**config.mk**
```make
export PLATFORM = sky130hd
export DESIGN_NAME = stfs_gamma
export DESIGN_NICKNAME = d
export VERILOG_FILES = /design/src/rtl/core/stfs_gamma.sv
export SDC_FILE = /design/constraint.sdc
export NUM_CORES = 2
export LEC_CHECK = 0
export BUFFER_PORTS_ARGS = -buffer_cell sky130_fd_sc_hd__buf_2
export CELL_PAD_IN_SITES_DETAIL_PLACEMENT = 0
export CELL_PAD_IN_SITES_GLOBAL_PLACEMENT = 1
export CORE_MARGIN = 3
export CORE_UTILIZATION = 40
export CTS_BUF_LIST = sky130_fd_sc_hd__clkbuf_4 sky130_fd_sc_hd__clkbuf_8
export DETAILED_ROUTE_END_ITERATION = 8
export PLACE_DENSITY_LB_ADDON = 0.1
export SYNTH_ARGS = -nofsm -noshare
export SYNTH_HDL_FRONTEND = slang
export SYNTH_SLANG_ARGS = --single-unit
export TNS_END_PERCENT = 5
```
**constraint.sdc**
```tcl
create_clock -name clk -period 4.4 [get_ports clk]
set_input_delay 0.22 -clock clk [delete_from_list [all_inputs] [get_ports clk]]
set_output_delay 0.22 -clock clk [all_outputs]
set_load 0.005 [all_outputs]
```
**src/rtl/core/stfs_gamma.sv**
```systemverilog
`timescale 1ns / 1ps
module stfs_gamma (
    input  logic        clk,
    input  logic        rst_n,
    input  logic        start,
    input  logic [31:0] surface_tension,
    input  logic [31:0] ramp_time,
    input  logic [31:0] current_time,
    output logic [31:0] gamma,
    output logic        busy
);

    typedef enum logic [2:0] {
        G_IDLE = 3'b001,
        G_LOAD = 3'b010,
        G_DIV  = 3'b100
    } gstate_t;

    gstate_t     state_reg, state_next;
    logic [63:0] rem_reg, rem_next;
    logic [63:0] div_reg, div_next;
    logic [31:0] quo_reg, quo_next;
    logic [4:0]  cnt_reg, cnt_next;
    logic [31:0] gamma_reg, gamma_next;
    logic        ge;

    assign ge = rem_reg >= div_reg;

    // Ramp the tension: restoring division, one quotient bit per cycle
    always_comb
    begin
        state_next = state_reg;
        rem_next   = rem_reg;
        div_next   = div_reg;
        quo_next   = quo_reg;
        cnt_next   = cnt_reg;
        gamma_next = gamma_reg;
        case (state_reg)
            G_IDLE:
            begin
                state_next = G_IDLE;
            end
            G_LOAD:
            begin
                if (current_time >= ramp_time)
                begin
                    gamma_next = surface_tension;
                    state_next = G_IDLE;
                end else begin
                    rem_next   = current_time * surface_tension;
                    div_next   = {1'b0, ramp_time, 31'd0};
                    quo_next   = '0;
                    cnt_next   = 5'd31;
                    state_next = G_DIV;
                end
            end
            G_DIV:
            begin
                if (ge) rem_next = rem_reg - div_reg;
                div_next = {1'b0, div_reg[63:1]};
                quo_next = {quo_reg[30:0], ge};
                cnt_next = cnt_reg - 5'd1;
                if (cnt_reg == 5'd0)
                begin
                    gamma_next = {quo_reg[30:0], ge};
                    state_next = G_IDLE;
                end
            end
            default:
            begin
                state_next = G_IDLE;
            end
        endcase
        if (start) state_next = G_LOAD;
    end

    always_ff @(posedge clk or negedge rst_n)
    begin
        if (!rst_n)
        begin
            state_reg <= G_IDLE;
            gamma_reg <= '0;
            cnt_reg   <= '0;
        end else begin
            state_reg <= state_next;
            gamma_reg <= gamma_next;
            cnt_reg   <= cnt_next;
        end
    end

    always_ff @(posedge clk)
    begin
        rem_reg <= rem_next;
        div_reg <= div_next;
        quo_reg <= quo_next;
    end

    assign gamma = gamma_reg;
    assign busy  = state_reg != G_IDLE;

endmodule

```
==> flow_summary.yaml <==
run_status:
  outcome: "finished with violations"
  violations: "setup timing"
sta:
  tightest_slew_ns: 0.9462
  hold_violations: 0
  final_max_slew_viol_count: 0
  period_share_pct: 160.1
  relSlewSlack_pct: 36.23
  rsz0062_at_grt: "yes"
  fin_skew_ns: 0.03618
  period_minus_slack_ns: 7.044
  setup_viol: 56
  fin_hold_ws_ns: 0.05158
  fmax_ghz: 0.1420
  fin_ws_ns: -2.644
routing:
  dr.pass1.iters: 5
  wl_um: 140700
  drtIter0Drc: 1900
  wl_per_cell_um: 20.49
  num_vias: 34640
  drc_errors: 0
  antenna_left: 0
  viasPerCell: 5.042
finish:
  largest_reg_flops: 64
  area_growth_pct: 15.25
  drive_gt1_share_pct: 14.78
  postLayoutCoreUtil_pct: 46.64
  nNetsFinal: 6707
floorplan:
  initial_core_util_pct: 40.47
  die_h_um: 343.8
  die_w_um: 343.8
  fp.coreArea_mm2: 0.1128
  num_rows: 123
  die_area_mm2: 0.1182
  num_io_pins: 132
yosys:
  async_reset_ff_share_pct: 20.20
  synth_compound_area_share_pct: 8.200
  ys.flop_type: "edfxtp_1"
  synth_fa_ha_area_share_pct: 49.20
  syn_avg_cell_area_um2: 9.132
  synth_seq_cells: 198
  synth_xor_area_share_pct: 2.379
  yosys-mux-area-fraction_pct: 0.06852
  synth.distinct_cells: 90
  syn_area_mm2: 0.04565
  synth-edff-count: 158
  synth_nets: 6355
  synth_top_family_by_area: "adder cells"
  seq_area_frac_synth_pct: 12.59
  synthSimpleGateAreaFrac_pct: 17.32
  syn_inst: 4999
  yosysWarnings: 0
job:
  cap_violations: 0
global_route:
  grt_antenna_before_repair: 6
  grt_pass1_vias: 37840
  grt_max_degree: 137
  grt_usage_pct: 24.57
  grt_pass1_wl_um: 222500
  grt-ovfl-total: 0
placed_design:
  gp_congestion: 0.8764
  io_buffers: 131
  dpl.hpwl_um: 119200
critical_path:
  worstPathArrival_ns: 7.31
  startpoint_type: "input port"
  cp-end-kind: "flip-flop"
  crit_required_ns: 4.66
  crit_fanout: 5
  criticalPathCategory: "input port to flip-flop"
clock_tree:
  htreeDepth: 4
  numCtsBuffers: 17
  cts_sinks: 198
  cts-root-buf: "clkbuf_8"
  clk_pin_slew_worst_paths_ns: 0.12
  cts_tree: "done"
  clk_latency_ns: 0.55
  cts.path.max_buffers: 2
hold_path:
  hold_class: "input port to flip-flop"
==> synthesized netlist by cell type (all sizes together) (20+ instances only) <==
cell | number | area (um2)
inv | 954 | 3581
fa | 897 | 17960
nand2 | 604 | 2267
and2 | 595 | 3722
ha | 360 | 4504
clkbuf | 271 | 1017
a21oi | 242 | 1215
nor2 | 181 | 679.4
edfxtp | 158 | 4745
o21ai | 147 | 754.5
a21o | 73 | 548.0
xor2 | 65 | 569.3
xnor2 | 59 | 516.8
and3 | 39 | 244.0
dfrtp | 39 | 975.9
nand4 | 38 | 237.7
nand3 | 25 | 125.1
nor3 | 21 | 115.1
o21bai | 20 | 150.1
==> final timing paths <==
check                            startpoint           to  slack, ns  cells after the start
max                        current_time[17]  rem_reg[63]      -2.64                     26
min                            ramp_time[8]  div_reg[39]       0.05                      3
max reg2reg                      div_reg[0]  rem_reg[59]       0.36                     15
min reg2reg                      cnt_reg[0]   cnt_reg[0]       0.53                      1
max in group asynchronous             rst_n     gamma[9]       3.55                      3
min in group asynchronous             rst_n    gamma[25]       0.34                      3
==> layout by cell type (no fill, tap or decap), types with 23 or more instances in the layout <==
cell / netlist / layout
a21o_1: 73 / 73
a21oi_1: 241 / 222
and2_1: 595 / 580
and3_1: 39 / 39
buf_12: 0 / 43
buf_2: 9 / 98
buf_4: 0 / 439
buf_6: 2 / 24
dfrtp_1: 39 / 39
edfxtp_1: 158 / 158
fa_1: 897 / 879
ha_1: 360 / 343
inv_1: 954 / 949
nand2_1: 604 / 601
nand3_1: 25 / 23
nand4_1: 38 / 38
nor2_1: 181 / 176
o21ai_0: 121 / 107
o21ai_1: 23 / 32
xnor2_1: 59 / 58
xor2_1: 65 / 63
==> final cells by class <==
cell class                      count  area, um2
Multi-Input combinational cell   3562      35840
Sequential cell                   198       5747
Inverter                          954       3581
Fill cell                       11160      60190
Tap cell                         1500       1877
Antenna cell                        6      15.01
Clock inverter                     15      225.2
Clock buffer                       17      234.0
Timing Repair Buffer              618       5095
==> routing by layer <==
layer / global-route usage [%] / routed length, um / up-vias
li1: - / - / 16040
met1: 32.64 / 61420 / 17870
met2: 43.90 / 70660 / 599
met3: 1.596 / 4265 / 135
met4: 5.768 / 4387 / 0
met5: 0 / 0 / -
==> what timing repair did <==
| action | 4_1_cts | 5_1_grt |
|---|---|---|
| cloned | 0 | 2 |
| hold endpoints to repair | 43 | 0 |
| endpoints found under the setup margin | 56 | 56 |
| buffers inserted | 12 | 5 |
| resized for setup | 111 | 75 |
| hold buffers | 3 | 0 |
| pin swaps | 42 | 53 |
==> worst max-delay path, stage by stage <==
cell and delay (ns):
buf_12 0.12, buf_12 0.14, buf_12 0.13, and2_4 0.15
fa_1 0.53, inv_1 0.05, fa_1 0.49, fa_1 0.46
fa_1 0.55, inv_1 0.05, fa_1 0.45, fa_2 0.56
fa_1 0.44, fa_1 0.52, ha_4 0.19, a21o_1 0.20
a31oi_2 0.17, nor2_1 0.06, or4_4 0.52, a211o_4 0.38
o221ai_4 0.27, o21ai_4 0.11, a221oi_2 0.28, xnor2_1 0.10
nand2_1 0.07, o21ai_1 0.06
==> kinds of logic (layout without fill, tap and decap cells) <==
logic type | count (synthesis) | in the layout
AOI/OAI and AO/OA | 603 | 603
muxes | 3 | 3
buffers and inverters | 1239 | 1604
xor gates and xnor gates | 124 | 124
DFF | 198 | 198
other | 0 | 6
adders and majority gates | 1257 | 1257
and+or+nand+nor | 1575 | 1575
==> metrics by stage <==
stage | setup TNS (ns) | cell area, um2 | setup slack, ns | cells
floorplan | -128.55 | 45790 | -2.696 | 4999
global placement | -161.11 | 51150 | -3.454 | 6810
detailed placement | -162.58 | 51150 | -3.531 | 6810
CTS | -112.90 | 52210 | -2.594 | 6857
global route | -122.77 | 52610 | -2.869 | 6867
finish | -112.91 | 52610 | -2.644 | 6870
Power is not shown: default switching activity piles up to over one toggle a cycle in this logic, so the estimate is an artifact.
